==> src/design/mau_pkg.sv <==
`timescale 1ns / 1ps
package mau_pkg;
  localparam int DataWidthDefault = 32;

  typedef enum logic [2:0] {
    CMD_ADD = 3'd0,
    CMD_SUB = 3'd1,
    CMD_MUL = 3'd2,
    CMD_DIV = 3'd3,
    CMD_POW = 3'd4,
    CMD_INV = 3'd5
  } cmd_t;

  typedef enum logic [3:0] {
    ST_IDLE,
    ST_RED_A,
    ST_RED_B,
    ST_DISPATCH,
    ST_INV_DIV,
    ST_INV_MUL,
    ST_INV_STEP,
    ST_POST_INV,
    ST_POW_MUL,
    ST_POW_SQR,
    ST_POW_NEXT,
    ST_MUL,
    ST_DONE
  } state_t;
endpackage

==> src/design/modular_arithmetic_unit_top.sv <==
`timescale 1ns / 1ps
// flow: both operands are reduced bit-serially, then add/sub finish at dispatch; multiply
// adds a shift-add pass; power adds square-and-multiply passes plus the inverse
// inverse: euclid rounds, each a bit-serial divide, a multiply and a step
// one word at a time: busy stays high until the strobe; start is ignored while busy
// the receiver cannot stall; rst clears control and sets the modulus to 2
module modular_arithmetic_unit_top import mau_pkg::*; #(
  parameter int DATA_WIDTH = DataWidthDefault
) (
  input  logic                  clk,
  input  logic                  rst,
  input  logic                  start,
  output logic                  busy,
  input  logic [2:0]            cmd,
  input  logic signed [DATA_WIDTH-1:0] operand_a,
  input  logic signed [DATA_WIDTH-1:0] operand_b,
  input  logic                  cfg_we,
  input  logic [DATA_WIDTH-1:0] cfg_data,
  output logic                  done,
  output logic [DATA_WIDTH-1:0] result_value,
  output logic                  no_inverse
);
  localparam int W = DATA_WIDTH;
  localparam int CW = $clog2(W + 1);
  localparam logic [W-1:0] ONE = W'(1);
  localparam logic [W-1:0] TWO = W'(2);

  state_t state, state_next;

  logic [W-1:0] modulus_value, m;
  logic [2:0]   op;
  logic [W-1:0] a, b, eraw;
  logic         eneg;
  // serial divider / multiplier shared
  logic [W-1:0] dq, drem;   // dividend shifting out, partial remainder
  logic [W-1:0] mx, my, macc; // multiply: addend, multiplier bits, accumulator
  logic [CW-1:0] cnt;
  // euclid
  logic [W-1:0] r0, r1, t0, t1;
  logic [W-1:0] acc, base, ex;
  logic         err;
  logic         red_neg;

  always_comb m = (modulus_value < TWO) ? TWO : modulus_value;

  always_ff @(posedge clk) begin
    if (rst) modulus_value <= TWO;
    else if (cfg_we) modulus_value <= cfg_data;
  end

  assign busy = (state != ST_IDLE);

  // shift the next dividend bit into the partial remainder
  function automatic logic [W:0] div_trial(input logic [W-1:0] rem, input logic bitin);
    logic [W:0] s;
    s = {rem, bitin};
    return s;
  endfunction

  logic [W:0]   dshift;
  logic [W-1:0] ddiv;
  logic         dge;
  logic [W:0]   madd;
  logic [W-1:0] madd_r, mdbl_r;
  logic [W:0]   mdbl;
  logic [W-1:0] msub;

  always_comb begin
    ddiv   = (state == ST_INV_DIV) ? r1 : m;
    dshift = div_trial(drem, dq[W-1]);
    dge    = (dshift >= {1'b0, ddiv});
    madd   = {1'b0, macc} + {1'b0, mx};
    madd_r = (madd >= {1'b0, m}) ? W'(madd - {1'b0, m}) : madd[W-1:0];
    mdbl   = {mx, 1'b0};
    mdbl_r = (mdbl >= {1'b0, m}) ? W'(mdbl - {1'b0, m}) : mdbl[W-1:0];
    msub   = (t0 >= macc) ? (t0 - macc) : (t0 + (m - macc));
  end

  always_ff @(posedge clk) begin
    if (rst) state <= ST_IDLE;
    else     state <= state_next;
  end

  always_comb begin
    state_next = state;
    case (state)
      ST_IDLE:     if (start) state_next = ST_RED_A;
      ST_RED_A:    if (cnt == CW'(W - 1)) state_next = ST_RED_B;
      ST_RED_B:    if (cnt == CW'(W - 1)) state_next = ST_DISPATCH;
      ST_DISPATCH: begin
        case (op)
          CMD_MUL: state_next = ST_MUL;
          CMD_DIV, CMD_INV: state_next = ST_INV_DIV;
          CMD_POW: state_next = eneg ? ST_INV_DIV : ST_POW_NEXT;
          default: state_next = ST_DONE;
        endcase
      end
      ST_INV_DIV:  state_next = (r1 == '0) ? ST_POST_INV
                              : ((cnt == CW'(W - 1)) ? ST_INV_MUL : ST_INV_DIV);
      ST_INV_MUL:  if (my == '0) state_next = ST_INV_STEP;
      ST_INV_STEP: state_next = ST_INV_DIV;
      ST_POST_INV: begin
        if (r0 != ONE) state_next = ST_DONE;
        else if (op == CMD_DIV) state_next = ST_MUL;
        else if (op == CMD_POW) state_next = ST_POW_NEXT;
        else state_next = ST_DONE;
      end
      ST_POW_NEXT: state_next = (ex == '0) ? ST_DONE : (ex[0] ? ST_POW_MUL : ST_POW_SQR);
      ST_POW_MUL:  if (my == '0) state_next = ST_POW_SQR;
      ST_POW_SQR:  if (my == '0) state_next = ST_POW_NEXT;
      ST_MUL:      if (my == '0) state_next = ST_DONE;
      ST_DONE:     state_next = ST_IDLE;
      default:     state_next = ST_IDLE;
    endcase
  end

  always_ff @(posedge clk) begin
    if (rst) begin
      done <= 1'b0;
      cnt  <= '0;
    end else begin
      done <= 1'b0;
      case (state)
        ST_IDLE: begin
          if (start) begin
            op      <= cmd;
            eraw    <= operand_b;
            eneg    <= operand_b[W-1];
            b       <= operand_b;
            red_neg <= operand_a[W-1];
            dq      <= operand_a[W-1] ? W'(-operand_a) : operand_a;
            drem    <= '0;
            cnt     <= '0;
            err     <= 1'b0;
          end
        end
        // bit-serial remainder of |operand| by m, then fold negatives
        ST_RED_A, ST_RED_B: begin
          drem <= dge ? W'(dshift - {1'b0, m}) : dshift[W-1:0];
          dq   <= {dq[W-2:0], 1'b0};
          cnt  <= cnt + 1'b1;
          if (cnt == CW'(W - 1)) begin
            cnt <= '0;
            if (state == ST_RED_A) begin
              a <= (red_neg && (dge ? W'(dshift - {1'b0, m}) : dshift[W-1:0]) != '0)
                   ? m - (dge ? W'(dshift - {1'b0, m}) : dshift[W-1:0])
                   : (dge ? W'(dshift - {1'b0, m}) : dshift[W-1:0]);
              red_neg <= b[W-1];
              dq      <= b[W-1] ? W'(-b) : b;
              drem    <= '0;
            end else begin
              b <= (red_neg && (dge ? W'(dshift - {1'b0, m}) : dshift[W-1:0]) != '0)
                   ? m - (dge ? W'(dshift - {1'b0, m}) : dshift[W-1:0])
                   : (dge ? W'(dshift - {1'b0, m}) : dshift[W-1:0]);
            end
          end
        end
        ST_DISPATCH: begin
          acc <= (m == ONE) ? '0 : ONE;
          ex  <= eneg ? W'(-eraw) : eraw;
          case (op)
            CMD_ADD: acc <= W'(({1'b0, a} + {1'b0, b} >= {1'b0, m})
                            ? {1'b0, a} + {1'b0, b} - {1'b0, m} : {1'b0, a} + {1'b0, b});
            CMD_SUB: acc <= (a >= b) ? a - b : a + (m - b);
            CMD_MUL: begin
              macc <= '0; mx <= a; my <= b;
            end
            CMD_POW: base <= a;
            default: acc <= '0;
          endcase
          // euclid seeds
          r0 <= m;
          r1 <= (op == CMD_DIV) ? b : a;
          t0 <= '0;
          t1 <= ONE;
          dq <= m;
          drem <= '0;
          cnt <= '0;
        end
        // quotient bits collect in dq, remainder in drem
        ST_INV_DIV: begin
          if (r1 != '0) begin
            drem <= dge ? W'(dshift - {1'b0, r1}) : dshift[W-1:0];
            dq   <= {dq[W-2:0], dge};
            cnt  <= cnt + 1'b1;
            if (cnt == CW'(W - 1)) begin
              // q mod m: q <= r0 <= m, so q==m only when r1==1 and r0==m
              my   <= ({dq[W-2:0], dge} == m) ? '0 : {dq[W-2:0], dge};
              mx   <= t1;
              macc <= '0;
              cnt  <= '0;
            end
          end
        end
        ST_INV_MUL, ST_POW_MUL, ST_POW_SQR, ST_MUL: begin
          if (my != '0) begin
            if (my[0]) macc <= madd_r;
            mx <= mdbl_r;
            my <= my >> 1;
          end else begin
            case (state)
              ST_POW_MUL: begin
                acc <= macc; macc <= '0; mx <= base; my <= base;
              end
              ST_POW_SQR: begin
                base <= macc; ex <= ex >> 1;
              end
              ST_MUL: acc <= macc;
              default: ;
            endcase
          end
        end
        ST_INV_STEP: begin
          r0 <= r1;
          r1 <= drem;
          t0 <= t1;
          t1 <= msub;
          dq <= r1;
          drem <= '0;
        end
        ST_POST_INV: begin
          if (r0 != ONE) begin
            err <= 1'b1;
            acc <= '0;
          end else if (op == CMD_DIV) begin
            macc <= '0; mx <= a; my <= t0;
          end else if (op == CMD_POW) begin
            base <= t0;
          end else begin
            acc <= t0;
          end
        end
        ST_POW_NEXT: begin
          if (ex != '0) begin
            macc <= '0;
            if (ex[0]) begin mx <= acc; my <= base; end
            else begin mx <= base; my <= base; end
          end
        end
        ST_DONE: begin
          done         <= 1'b1;
          result_value <= err ? '0 : acc;
          no_inverse   <= err;
        end
        default: ;
      endcase
    end
  end
endmodule

==> config.mk <==
export PLATFORM = sky130hd
export DESIGN_NAME = modular_arithmetic_unit_top
export DESIGN_NICKNAME = d
export VERILOG_FILES = /design/src/design/mau_pkg.sv /design/src/design/modular_arithmetic_unit_top.sv
export SDC_FILE = /design/constraint.sdc
export NUM_CORES = 2
export LEC_CHECK = 0
export ABC_AREA = 1
export CORE_MARGIN = 3
export CORE_UTILIZATION = 40
export DETAILED_ROUTE_END_ITERATION = 8
export DONT_BUFFER_PORTS = 1
export GPL_TIMING_DRIVEN = 0
export PLACE_DENSITY = 0.5
export SLEW_MARGIN = 15
export SYNTH_ARGS = -nofsm -noshare
export SYNTH_HDL_FRONTEND = slang
export SYNTH_SLANG_ARGS = --single-unit
==> constraint.sdc <==
create_clock -name clk -period 18.3 [get_ports clk]
set_clock_uncertainty 0.1 [all_clocks]
set_input_delay 1.83 -clock clk [delete_from_list [all_inputs] [get_ports clk]]
set_output_delay 1.83 -clock clk [all_outputs]
set_load 0.02 [all_outputs]
# Word-level counts from Yosys, hierarchy flattened
# Cells that the tools add are included.
[totals] ff_bits=562 wordCells=249 in_bits=103 out_inout_bits=35
[op_classes] bitwise=1 n_reduce_logical=42 n_mux=108 order_cmp=7 eq_ne=48 add_sub_neg=18
[ops] op="2-to-1 mux 32 bit" n=64
[ops] op="case mux 32 bit (5 select lines)" n=4
[ops] op="case mux 32 bit (2 select lines)" n=6
[ops] op="subtractor 32 bit" n=10
[ops] op="case mux 32 bit (3 select lines)" n=3
[ops] op=">= comparator 33 x 32 -> 1 bit" n=4
[ops] op="case mux 32 bit (4 select lines)" n=1
[ops] op="nonzero test 32 bit" n=4
[ops] op="logical NOT 32 bit" n=3
[ops] op="negation 32 bit" n=3
[ops] op="adder 32 x 32 -> 33 bit" n=2
[ops] op="adder 32 bit" n=2
[ops] op=">= comparator 32 bit" n=2
[ops] op="case mux 4 bit (12 select lines)" n=1
[ops] op="!= test 2 bit, second input constant" n=19
[ops] op="equality test 32 x 1 -> 1 bit, second input constant" n=1
[ops] op="equality test 32 bit" n=1
[ops] op="less-than comparator 32 x 2 -> 1 bit, second input constant" n=1
[ops] op="2-to-1 mux 4 bit" n=8
[ops] op="!= test 32 x 1 -> 1 bit, second input constant" n=1
[ops] op="case mux 6 bit (4 select lines)" n=1
[ops] op="equality test 4 bit, second input constant" n=5
[ops] op="AND reduction 4 bit" n=5
[ops] op="2-to-1 mux 6 bit" n=3
[ops] op="other kinds (33)" n=70

# Depth between registers and ports, before layout
[logic_depth] word_depth=11 ltp_mapped=40 ltp_nobuf=38

# Least setup slack after synthesis
# Ideal clock, no wire load.
[synth_timing] path_type="input-to-reg" from="input port rst" to="register macc[0] (enable)" arrival_time_ns=9.504 path_stages=4 path_buffers=0 setup_slack_ns=8.305 setup_time_ns=0.391 required_time_ns=17.809 path_cell_list="a21oi_1 o221ai_1 nor4_1 o21a_1"
[synth_between] elab_chain_len=2
[synth_rtl] item="start: declaration" line="modular_arithmetic_unit_top.sv:11" rtl="input logic rst,"
[synth_rtl] item="NOT 1 bit (no source line)"
[synth_rtl] item="AND reduction 10 bit (no source line)"
[synth_rtl] item="end signal: assignment" line="modular_arithmetic_unit_top.sv:197" rtl="if (my[0]) macc <= madd_r;"
[synth_rtl] item="end: declaration" line="modular_arithmetic_unit_top.sv:36" rtl="logic [W-1:0] mx, my, macc;"
# No other way between the ends.
# A chain may end at the register's enable or synchronous reset.

# Final worst setup path
[layout_timing] from="register state[2]" to="register b[8] (data pin)"
[layout_between] elab_chain_len=10 elab_cells_between_ends=15 cone_classes="add/sub (1); order compare (1); eq/ne (3); mux (6); reduce/logical (4)"
[layout_rtl] item="start: declaration" line="modular_arithmetic_unit_top.sv:28" rtl="state_t state, state_next;"
[layout_rtl] item="start signal: assignment" line="modular_arithmetic_unit_top.sv:81" rtl="else state <= state_next;"
[layout_rtl] item="branches (longest 9 deep; another with >= comparator 33 x 32 -> 1 bit)"
[layout_rtl] item="case mux 32 bit (2 select lines) *" line="modular_arithmetic_unit_top.sv:123" rtl="case (state)"
[layout_rtl] item="end signal: assignment" line="modular_arithmetic_unit_top.sv:129" rtl="b <= operand_b;"
[layout_rtl] item="end signal: assignment" line="modular_arithmetic_unit_top.sv:152" rtl="b <= (red_neg && (dge ? W'(dshift - {1'b0, m}) : dshift[W-1:0]) != '0)"
[layout_rtl] item="end: declaration" line="modular_arithmetic_unit_top.sv:32" rtl="logic [W-1:0] a, b, eraw;"
# Mark *: on every way between the ends. The select of a mux whose other input is x is not followed.

==> flow_metrics.py <==
metrics = {
    "floorplan": {
        "die_h_um": 376,
        "fp.dieW_um": 376,
        "die-area_um2": 141000,
        "rows": 135,
        "start_util_pct": 40.3,
        "num_io_pins": 138,
        "core_region_area_um2": 136000,
    },
    "sta": {
        "setup_tns_ps": 0,
        "max_freq_mhz": 115,
        "slew_headroom_pct": 4.20,
        "setup_ws_ps": 9600,
        "tightest_slew_ps": 1430,
        "rsz0062_at_grt": "no",
        "fin_crit_ps": 8700,
        "timing.final.crit_share_pct": 47.5,
        "drv_slew": 0,
        "setup_violations": 0,
        "hold_viol": 0,
    },
    "clocking": {
        "cts.repair.resized": 0,
        "cts_hold_buffers": 0,
        "cts-buffers-inserted": 76,
        "clk_pin_slew_ps": 70,
        "post-cts-setup-buffers": 0,
        "cts_tree": "built",
        "clkSinkCount": 561,
        "clk_latency_ps": 730,
        "cts_buffer_depth": 3,
        "cts_root_buf": "clkbuf_16",
        "htreeDepth": 3,
    },
    "critical_path": {
        "required_ps": 18630,
        "cpPeakStageDelay_ps": 950,
        "cp-start-kind": "flop",
        "crit_path_frequent_cell": "nand2_1",
        "critical_path.max_fanout": 10,
        "path_class": "reg -> reg",
        "cp-end-kind": "flop",
        "arrival_ps": 9020,
        "slowest_stage": "o21ai_0",
    },
    "synthesis": {
        "yosysTopAreaCell": "edfxtp_1",
        "synth.area.top_cells": "edfxtp_1 (28%), nand2_1 (12%), ha_1 (9.0%)",
        "synth_top_area_share_pct": 28.4,
        "yosysMostFrequentCell": "nand2_1",
        "syn_area_per_cell_um2": 7.14,
        "yosysUniqueCellTypes": 75,
        "synth_warnings": 0,
        "syn-instance-count": 7662,
        "async_flop_share_pct": 0,
        "synth.ff_latch_count": 561,
        "synthTopCellsByCount": "nand2_1 (1730), inv_1 (1041), a21oi_1 (680)",
        "syn-cell-area_um2": 54700,
        "seq_area_frac_synth_pct": 30.0,
        "synthesis.nets": 8230,
        "synthFlopType": "edfxtp_1",
        "synth-edff-count": 518,
    },
    "route": {
        "drt_wl_total_um": 325000,
        "drtPass1Iterations": 9,
        "route.detailed.drc": 0,
        "drt_iter0_drc": 8575,
        "vias_per_cell": 6.20,
        "wl_per_cell_um": 33.6,
        "num_vias": 59900,
        "postRouteAntennaNets": 0,
    },
    "power": {
        "comb_power_share_pct": 62.7,
        "ir_drop_mv": 0.107,
        "clkPwrFrac_pct": 16.4,
        "sw_frac_of_total_pct": 56.0,
        "netSwitchingPower_mw": 5.50,
        "powerDensity_nw_per_um2": 162,
        "internal-power_mw": 4.31,
        "sequentialPowerShare_pct": 21.0,
        "p_leak_nw": 27.0,
    },
    "placement": {
        "gp_congestion": 1.12,
        "post-place-ws_ps": 10180,
        "hpwlAfterDp_um": 265000,
        "placed_area_um2": 57900,
        "port_buffers": 0,
    },
    "final_layout": {
        "nets": 8366,
        "fill_cells": 14400,
        "syn2layout_area_growth_pct": 10.8,
        "utilization_pct": 44.7,
        "drive_gt1_share_pct": 5.15,
        "stdcell_area_um2": 60600,
    },
    "status": {
        "status": "finished clean",
    },
    "flow_run": {
        "maxCapViolations": 0,
    },
    "hold_path": {
        "hold_path_class": "reg -> reg",
    },
    "global_routing": {
        "grt_max_degree": 28,
        "grtUsageMet2_pct": 64.0,
        "grtUsageMet1_pct": 56.8,
        "grt_util_all_layers_pct": 44.5,
        "gr-usage-met3_pct": 11.6,
        "grt_overflow": 0,
        "grt_pass1_wl_um": 435000,
        "grt_pass1_vias": 55100,
        "globalRoute.busiestLayer": "met2",
        "antenna_found_initial": 45,
    },
}
path summary, 6_finish.rpt:
kind	from	slack (ps)	to	cells after the start
max reg2reg	state[2]	9600	b[8]	33
max	state[2]	9600	b[8]	33
min reg2reg	cnt[1]	390	cnt[1]	2
min	cnt[1]	390	cnt[1]	2
stage by stage:
stage | instances | power (mW) | hold WS, ps
2_1_floorplan | 7662 | 5.57 | 349
3_3_place_gp | 9443 | 7.84 | 370
3_5_place_dp | 9500 | 7.88 | 381
4_1_cts | 9641 | 9.49 | 390
5_1_grt | 9642 | 10.2 | 423
6_report | 9672 | 9.81 | 387
placed cells by master, fill, tap and decap left out, types with 43 or more instances in the layout:
cell type / synthesis / final
dfxtp_1: 43 / 43
a31oi_1: 44 / 44
clkbuf_16: 0 / 76
nand2_1: 1730 / 1730
nand4_1: 121 / 121
fa_1: 71 / 71
edfxtp_1: 518 / 518
clkbuf_1: 186 / 191
nand3_1: 351 / 351
o21ai_0: 618 / 616
ha_1: 394 / 394
nor3_1: 103 / 103
inv_1: 1041 / 1019
a21oi_1: 680 / 679
nor4_1: 71 / 68
xnor2_1: 113 / 113
o211ai_1: 68 / 68
nor2_1: 669 / 664
xor2_1: 248 / 248
critical path: cells and delay by family (launching register included):
kind	cells	cell delay [ps]
simple gates	19	3000
fa+ha+maj	2	460
buf+inv	8	3040
flops	1	390
compound gates	3	1160
xor+xnor	1	220
power by group through the flow:
stage | combinational, mW | sequential [mW] | clock, mW
floorplan | 3.73 | 1.84 | 0
global placement | 5.77 | 2.07 | 0
detailed placement | 5.84 | 2.05 | 0
CTS | 5.87 | 2.02 | 1.60
global route | 6.55 | 2.03 | 1.65
finish | 6.15 | 2.06 | 1.60
final cells by class:
| cell class | instances | area, um^2 | area share, % |
|---|---|---|---|
| well taps | 1781 | 2230 | 3.68 |
| clock inverters | 58 | 674 | 1.11 |
| plain buffers | 249 | 1140 | 1.88 |
| diodes | 30 | 75.1 | 0.124 |
| repair buffers | 58 | 903 | 1.49 |
| inverters | 1071 | 4020 | 6.63 |
| clock buffers | 83 | 1930 | 3.18 |
| multi-input cells | 5781 | 33200 | 54.8 |
| flip-flops and latches | 561 | 16400 | 27.1 |
logic make-up after synthesis:
family | after synthesis | synth area share, %
compound gates | 1758 | 18.3
fa+ha+maj | 465 | 11.6
flops | 561 | 30.0
xor+xnor | 361 | 5.78
simple gates | 3197 | 24.9
buf+inv | 1320 | 9.43
per-layer routing:
metal | wire, um | part of all wire [%] | vias up
met2 | 132000 | 41 | 3996
li1 | - | - | 26300
met4 | 30200 | 9.3 | 16
met3 | 36600 | 11 | 972
met5 | 125 | 0.039 | -
met1 | 126000 | 39 | 28700
Power figures use the tool's default switching activity.
